`config.mk`:
```
export PLATFORM = sky130hd
export DESIGN_NAME = rimc_ctrl
export DESIGN_NICKNAME = d
export VERILOG_FILES = /design/src/rtl/rimc_pkg.sv /design/src/rtl/rimc_ctrl.sv
export SDC_FILE = /design/constraint.sdc
export NUM_CORES = 1
export LEC_CHECK = 0
export BUFFER_PORTS_ARGS = -buffer_cell sky130_fd_sc_hd__buf_2
export CORE_AREA = 3 3 40 42
export DETAILED_ROUTE_END_ITERATION = 10
export DIE_AREA = 0 0 43 45
export GPL_ROUTABILITY_DRIVEN = 0
export PLACE_DENSITY_LB_ADDON = 0.1
export SLEW_MARGIN = 20
export SYNTH_ARGS = -nofsm -noshare
export SYNTH_HDL_FRONTEND = slang
export SYNTH_SLANG_ARGS = --single-unit
```
`constraint.sdc`:
```
create_clock -name clk -period 2.7 [get_ports clk]
set_input_delay 0.54 -clock clk [delete_from_list [all_inputs] [get_ports clk]]
set_output_delay 0.54 -clock clk [all_outputs]
set_load 0.01 [all_outputs]
```
`src/rtl/rimc_pkg.sv`:
```
package rimc_pkg;

  // Default sizing of the block.
  localparam int TABLE_DEPTH_DEF = 4096;
  localparam int ROW_BITS_DEF    = 63;

  // Fixed field widths.
  localparam int ROW_W   = 63;
  localparam int ADDR_W  = 12;
  localparam int COUNT_W = 32;
  localparam int STEP_W  = 64;
  localparam int ACC_W   = 128;

  localparam logic [ROW_W-1:0]   MIN_RESET    = {ROW_W{1'b1}};
  localparam logic [ROW_W-1:0]   NARROW_LIMIT = ROW_W'(64'd2147483647);
  localparam logic [COUNT_W-1:0] COUNT_MAX    = {COUNT_W{1'b1}};

  // Configuration register indexes.
  localparam logic [1:0] CFG_MODE  = 2'd0;
  localparam logic [1:0] CFG_START = 2'd1;
  localparam logic [1:0] CFG_STEP  = 2'd2;

  // Inner map forms. Code 3 behaves as no inner map.
  localparam logic [1:0] MODE_NONE  = 2'd0;
  localparam logic [1:0] MODE_SLICE = 2'd1;
  localparam logic [1:0] MODE_TABLE = 2'd2;

  // Result status codes.
  localparam logic [1:0] STAT_OK  = 2'd0;
  localparam logic [1:0] STAT_IDX = 2'd1;
  localparam logic [1:0] STAT_OVF = 2'd2;

  // The slice product takes four 32x32 partial products, plus a final step to
  // drain the product register into the accumulator.
  localparam logic [2:0] MUL_PARTS = 3'd4;
  localparam logic [2:0] MUL_LAST  = 3'd4;

  typedef enum logic [1:0] {
    ST_IDLE,
    ST_MUL,
    ST_SUM,
    ST_FINISH
  } state_t;

  // Commands from the controller to the datapath.
  typedef struct packed {
    logic       take;     // input transaction accepted this cycle
    logic       pp_en;    // form one partial product
    logic [1:0] pp_sel;   // which partial product
    logic       acc_en;   // add the registered partial product
    logic       sum_en;   // combine start with the product
    logic       fin_en;   // update run state and load the output register
  } cmd_t;

endpackage

```
`src/rtl/rimc_ctrl.sv`:
```
module rimc_ctrl (
  input  logic            clk,
  input  logic            rst_n,
  input  logic            in_valid,
  input  logic            in_kind,
  input  logic [1:0]      mode,
  output logic            in_stall,
  output logic            out_valid,
  input  logic            out_stall,
  output rimc_pkg::cmd_t  cmd
);
  import rimc_pkg::*;

  state_t     state_r, state_nxt;
  logic [2:0] cnt_r, cnt_nxt;
  logic       out_valid_r, out_valid_nxt;
  logic       out_free;

  assign out_free  = !out_valid_r || !out_stall;
  assign in_stall  = (state_r != ST_IDLE);
  assign out_valid = out_valid_r;

  // Next state.
  always_comb begin
    state_nxt = state_r;
    cnt_nxt   = cnt_r;
    case (state_r)
      ST_IDLE: begin
        cnt_nxt = '0;
        if (in_valid && in_kind) begin
          if (mode == MODE_SLICE) begin
            state_nxt = ST_MUL;
          end else begin
            state_nxt = ST_FINISH;
          end
        end
      end
      ST_MUL: begin
        cnt_nxt = cnt_r + 3'd1;
        if (cnt_r == MUL_LAST) begin
          state_nxt = ST_SUM;
        end
      end
      ST_SUM: begin
        state_nxt = ST_FINISH;
      end
      ST_FINISH: begin
        if (out_free) begin
          state_nxt = ST_IDLE;
        end
      end
      default: begin
        state_nxt = ST_IDLE;
      end
    endcase
  end

  // Outputs.
  always_comb begin
    cmd           = '0;
    out_valid_nxt = out_valid_r && out_stall;
    case (state_r)
      ST_IDLE: begin
        cmd.take = in_valid;
      end
      ST_MUL: begin
        cmd.pp_en  = (cnt_r < MUL_PARTS);
        cmd.pp_sel = cnt_r[1:0];
        cmd.acc_en = (cnt_r != 3'd0);
      end
      ST_SUM: begin
        cmd.sum_en = 1'b1;
      end
      ST_FINISH: begin
        cmd.fin_en = out_free;
        if (out_free) begin
          out_valid_nxt = 1'b1;
        end
      end
      default: begin
        cmd = '0;
      end
    endcase
  end

  always_ff @(posedge clk) begin
    if (!rst_n) begin
      state_r     <= ST_IDLE;
      cnt_r       <= '0;
      out_valid_r <= 1'b0;
    end else begin
      state_r     <= state_nxt;
      cnt_r       <= cnt_nxt;
      out_valid_r <= out_valid_nxt;
    end
  end

`ifndef SYNTHESIS
  a_cnt_range: assert property (@(posedge clk) disable iff (!rst_n)
    (state_r == ST_MUL) |-> (cnt_r <= MUL_LAST))
    else $error("multiply step counter out of range");

  a_slice_path: assert property (@(posedge clk) disable iff (!rst_n)
    (cmd.take && in_kind && mode == MODE_SLICE) |=> (state_r == ST_MUL))
    else $error("slice map transaction did not start the multiply");

  a_load_idle: assert property (@(posedge clk) disable iff (!rst_n)
    (cmd.take && !in_kind) |=> (state_r == ST_IDLE))
    else $error("table load left the idle state");

  a_fin_valid: assert property (@(posedge clk) disable iff (!rst_n)
    cmd.fin_en |=> out_valid_r)
    else $error("finished result not presented");

  a_take_idle: assert property (@(posedge clk) disable iff (!rst_n)
    (cmd.acc_en || cmd.sum_en || cmd.fin_en) |-> !cmd.take)
    else $error("transaction accepted while an item is in flight");
`endif

endmodule

```
==> results.md, run 1 <==
* Outcome: complete, no violations
* Routed len/inst at 9.81 um
* Post-Route WL at 785 um
* Netlist Area Pre-Place at 454 sq um
* Max cap viols at 0
* Share of layout cells above drive strength 1 at 35.4%
* Fmax achieved at 506 MHz
* Worst slew pin tran at 0.389 ns
* Final period util at 73.2%
* Sinks on Clock Net at 6
* Slew Viols, Final at 0
* Largest net degree at the start of global routing at 11
* Post-Syn Instances at 48
* Post-synthesis sequential area ratio at 26.4%
* Initial Util at 35.3%
* Arrival @ worst endpoint at 1.44 ns
* Final setup violating endpoints at 0
* Vias in the first global route at 299
* Die area at 1940 sq um
* # placed instances at 77
* Slew headroom at 74.1%
* Post-CTS Resized at 0
* CTS tree: yes
* Crit Path Max Fanout at 10
* Worst vdd ir at 0.439 mV
* Finished Layout Cells at 80
* Final hold vios at 0
* PwrDens at 867 nW/um^2
* Via count at 357
* Global-route wire length before repair at 1290 um
* Clock skew at 0.00299 ns
* RSZ-0062 raised after global routing: false
* ANT cells at 0
* I/O pin total at 16
* Crit path capture type: output pin
* Crit Path Category: flop to output pin
* Most frequent cells in the layout: buf_2, ha_1, inv_1, dfxtp_1, nor2b_1
* Final setup TNS at 0 ns
* Worst-path clk slew at 0.05 ns
* Die Wd at 43 um
* Fin nets at 81
* Chip Height at 45 um
* Hold buffer count at cts at 0
* Core Region at 1280 sq um
* Leading cell type in the layout, fill and taps excluded: buf_2
* Maximum clock path buffer count at 2
* Worst EP required at 2.16 ns
* Final Core Density at 43.5%
* Leak Pwr at 0.266 nW
* Synthesized net count at 62
* Crit path time final at 1.98 ns
* CTS H-tree depth at 1
* Layout fillers at 135
* Initial DRC Count at 4
* DRC at 0
* Std cell rows at 13
* Worst skew pair latency at 0.25 ns
* Overall Global Routing Usage at 9.17%
* I/O Buffers at 15
* Area grow syn2layout at 23.1%
* Critical path launch point type: flop
* Post-CTS setup buffers at 0
* Antenna Nets Post-Route at 0
* Initial antenna violation count at 0
* Synth Register Bits at 6
* Gr ovfl total at 0
* CTS root buf: clkbuf_4
* Synth cell types at 20
* Syn. warnings at 0
* Cts bufs inserted at 3
* DRT Pass-1 Iters at 4
* Average size of a mapped cell at 9.46 sq um
* Hold Crit Class: flop to flop
* DPL Wire Length at 610 um
* Vias per cell at 4.46
==> cells by family (layout without fill, tap and decap cells) <==
logic type / after synthesis / in the layout / share of synthesized area (%)
simple gates: 16 / 16 / 23.4
compound gates: 9 / 9 / 16.8
fa+ha+maj: 7 / 7 / 19.3
buf+inv: 7 / 24 / 7.44
flops: 6 / 6 / 26.4
mux: 3 / 3 / 6.61
==> metrics by stage <==
step	total power (W)	hold WS, ns	cell area [sq um]	worst slack, ns
floorplan	0.000345	0.468	454	1.16
global placement	0.000405	0.495	537	1.02
detailed placement	0.000403	0.488	537	0.991
CTS	0.000490	0.501	559	0.722
global route	0.000536	0.530	559	0.624
finish	0.000485	0.500	559	0.724
==> synthesized netlist by cell type (all sizes together) <==
cell	number	area, sq um
a21boi	2	15.0
a21oi	3	15.0
a221oi	1	26.3
a22oi	1	7.51
and2	3	20.0
and2b	1	7.51
and3	1	11.3
buf	1	11.3
dfxtp	6	120
ha	7	87.6
inv	6	22.5
mux2i	3	30.0
nand2	4	20.0
nand3b	1	7.51
nor2b	4	25.0
nor3b	2	15.0
o211ai	1	7.51
o21ai	1	5.00
==> path summary, 6_finish.rpt <==
path                                         startpoint                       to  slack (ns)  depth (start not counted)
worst max register to register  state_r[0]$_SDFFE_PN0P_  state_r[1]$_SDFFE_PN0P_        1.30                          4
worst max-delay path            state_r[1]$_SDFFE_PN0P_                   cmd[2]        0.72                          4
worst min register to register  state_r[0]$_SDFFE_PN0P_  state_r[0]$_SDFFE_PN0P_        0.50                          2
worst min-delay path            state_r[0]$_SDFFE_PN0P_  state_r[0]$_SDFFE_PN0P_        0.50                          2
==> state kept, by name, indices dropped and copies added, names as in the netlist <==
name / count
cnt_r: 3
out_valid: 1
state_r: 2
==> cell type report <==
class	instances	area, sq um	share of cell area (%)
multi-input cells	35	300	53.7
flip-flops and latches	6	120	21.5
repair buffers	15	75.1	13.4
clock buffers	3	22.5	4.03
inverters	6	22.5	4.03
well taps	15	18.8	3.36
==> report_power, final <==
part           internal, W  total [W]  switching, W  leakage [nW]
clock network    0.0000505  0.0000853     0.0000349        0.0138
logic             0.000127   0.000271      0.000144         0.203
registers         0.000110   0.000129     0.0000190        0.0490
total             0.000287   0.000485      0.000198         0.266
==> metal layers <==
metal  global-route usage, %  routed length (um)
met1                    12.8                 381
met2                    11.4                 294
met3                    2.79                  93
met4                    7.23                  15
met5                       0                   0
==> worst max-delay path: stages, from the launching register on <==
cell	delay (ns)
dfxtp_1	0.33
inv_1	0.10
ha_1	0.40
a21boi_0	0.21
buf_2	0.15
(Power assumes the default switching activity.)
==> run 2: changes to the inputs <==
- ABC_AREA: unset -> 1
- clock period: 2.7 -> 1.6 ns (I/O delays scaled with it)
==> run 2 against run 1 <==
Net effect: clock power increased by 69%; clock-buffer cell count unchanged; die area is the same; worst setup slack got worse by 0.61 ns; utilization rose by 1.3 points; routed wire length rose by 12%; power grew 92%; register-to-register slack got worse by 0.93 ns.
==> results.md, run 2 <==
* Outcome: complete, no violations
* Yosys top cell by area: dfxtp_1
* I/O Buffers at 15
* Final period util at 92.7%
* Syn. warnings at 0
* Area contributors post-synth: dfxtp_1, ha_1, nand2_1, inv_1, nor2_1
* Post-synth top area share at 26.8%
* ANT cells at 0
* Area grow syn2layout at 28.5%
* Reg with most FFs: cnt_r
* Vias in the first global route at 367
* Chip Height at 45 um
* Post-Syn Instances at 62
* Combinational Power Share at 58.8%
* Final hold vios at 0
* Routed len/inst at 9.24 um
* Hold buffer count at cts at 0
* Via count at 415
* Post-synth ARST share at 0%
* Netlist Area Pre-Place at 448 sq um
* DRT Pass-1 Iters at 3
* Arrival @ worst endpoint at 1.16 ns
* Post-synth EDFFs at 0
* Core Region at 1280 sq um
* Synth cell count leaders: nand2_1, inv_1, nor2_1
* Worst-path clk slew at 0.05 ns
* Hold Crit Class: input pin to flop
* Fmax achieved at 674 MHz
* I/O pin total at 16
* Overall Global Routing Usage at 10.9%
* Synth cell types at 17
* DPL Wire Length at 717 um
* Maximum clock path buffer count at 2
* Cts bufs inserted at 3
* Multi-input logic area at 280 sq um
* Average size of a mapped cell at 7.22 sq um
* Antenna Nets Post-Route at 0
* DRC at 0
* Main synth FF type: dfxtp_1
* Int Power at 0.000513 W
* CTS tree: yes
* Critical path launch point type: flop
* FF/Latch Area at 123 sq um
* PwrDens at 1620 nW/um^2
* Post-Route WL at 878 um
* Std cell rows at 13
* Share of layout cells above drive strength 1 at 37.5%
* Min-Delay Path Depth at 3
* Max reg flops at 3
* Worst skew pair latency at 0.25 ns
* Largest net degree at the start of global routing at 9
* Clock power share at 15.5%
* Crit Path Max Fanout at 4
* Count leader, synth: nand2_1
* Gr ovfl total at 0
* Crit Path Category: flop to output pin
* Die Wd at 43 um
* Sequential share of power at 25.7%
* Leak Pwr at 0.315 nW
* Initial antenna violation count at 0
* Slew headroom at 81.6%
* Die area at 1940 sq um
* Min Hold Slack at 0.327 ns
* Slew Viols, Final at 0
* Crit path capture type: output pin
* CTS root buf: clkbuf_4
* Synth Register Bits at 6
* Worst EP required at 1.28 ns
* Fin nets at 96
* Clock skew at 0.00638 ns
* Final setup violating endpoints at 0
* Initial Util at 34.9%
* Worst vdd ir at 0.702 mV
* Leading cell type in the layout, fill and taps excluded: buf_2
* Final setup TNS at 0 ns
* Max cap viols at 0
* Global-route wire length before repair at 1530 um
* RSZ-0062 raised after global routing: false
* Sw Ratio at 45.0%
* Vias per cell at 4.37
* Layout fillers at 140
* Synthesized net count at 76
* Switch Pwr at 0.000420 W
* Post-synthesis sequential area ratio at 26.8%
* CTS H-tree depth at 1
* Initial DRC Count at 1
* Worst reg2reg path depth at 5
* Most frequent cells in the layout: buf_2, nand2_1, inv_1, nor2_1, ha_1
* Sinks on Clock Net at 6
* Worst slew pin tran at 0.274 ns
* Fin area at 576 sq um
* Crit path time final at 1.48 ns
* Area after DPL at 531 sq um
[run 2: cell types whose count changed in the layout (fill, tap and decap cells not counted), moves of 3 or more]
| cell | before | now |
|---|---|---|
| nor2_1 | 0 | 8 |
| nor2b_1 | 4 | 0 |
| nand2_1 | 2 | 13 |
| inv_1 | 6 | 10 |
| inv_2 | 0 | 3 |
| mux2i_1 | 3 | 0 |
[run 2: cell families (layout without fill, tap and decap cells)]
family | count (synthesis) | after routing | share of synthesized area (%)
AND/OR/NAND/NOR | 28 | 28 | 30.2
buffers and inverters | 14 | 32 | 13.4
adder cells (fa/ha/maj) | 7 | 7 | 19.6
AO/OA/AOI/OAI | 7 | 7 | 10.1
flip-flops | 6 | 6 | 26.8
[run 2: path summary, 6_finish.rpt]
kind | start | endpoint | slack, ns
worst max-delay path | state_r[0]$_SDFFE_PN0P_ | cmd[6] | 0.12
worst min-delay path | rst_n | state_r[0]$_SDFFE_PN0P_ | 0.33
worst max register to register | state_r[1]$_SDFFE_PN0P_ | cnt_r[0]$_SDFFE_PN0P_ | 0.37
worst min register to register | out_valid$_SDFF_PN0_ | out_valid$_SDFF_PN0_ | 0.50
[run 2: stage by stage]
step	power, W	utilization, %	cells	setup slack (ns)
floorplan	0.000635	-	62	0.350
global placement	0.000753	41.3	91	0.205
detailed placement	0.000752	41.3	91	0.153
CTS	0.000932	44.0	94	0.0166
global route	0.00104	44.8	95	0.00360
finish	0.000932	44.8	95	0.116
[run 2: final cells by class]
cell class	instances	area share, %
Multi-Input combinational cell	42	48.7
Sequential cell	6	21.3
Timing Repair Buffer	16	14.3
Inverter	13	8.48
Clock buffer	3	3.91
Tap cell	15	3.26
[run 2: per-layer routing]
layer  share of wire (%)  global-route usage (%)
met2                  49                    17.7
met1                  42                    12.3
met3                 7.5                    3.59
met4                 1.4                    7.23
met5                   0                       0
[run 2: power groups by stage]
stage	sequential, W	clock, W	combinational, W
6_report	0.000239	0.000144	0.000549
3_3_place_gp	0.000231	0	0.000522
3_5_place_dp	0.000233	0	0.000519
4_1_cts	0.000235	0.000156	0.000540
2_1_floorplan	0.000225	0	0.000410
5_1_grt	0.000246	0.000168	0.000630
[run 2: critical path: stages (launching register included)]
cell and delay, ns:
dfxtp_2 0.36, inv_1 0.09, ha_1 0.24, nand2_1 0.06, inv_1 0.03, buf_2 0.12
[run 2: what timing repair did]
action / CTS / global route
buffers inserted: 0 / 1
endpoints found under the setup margin: 4 / 4
resized for setup: 2 / 3
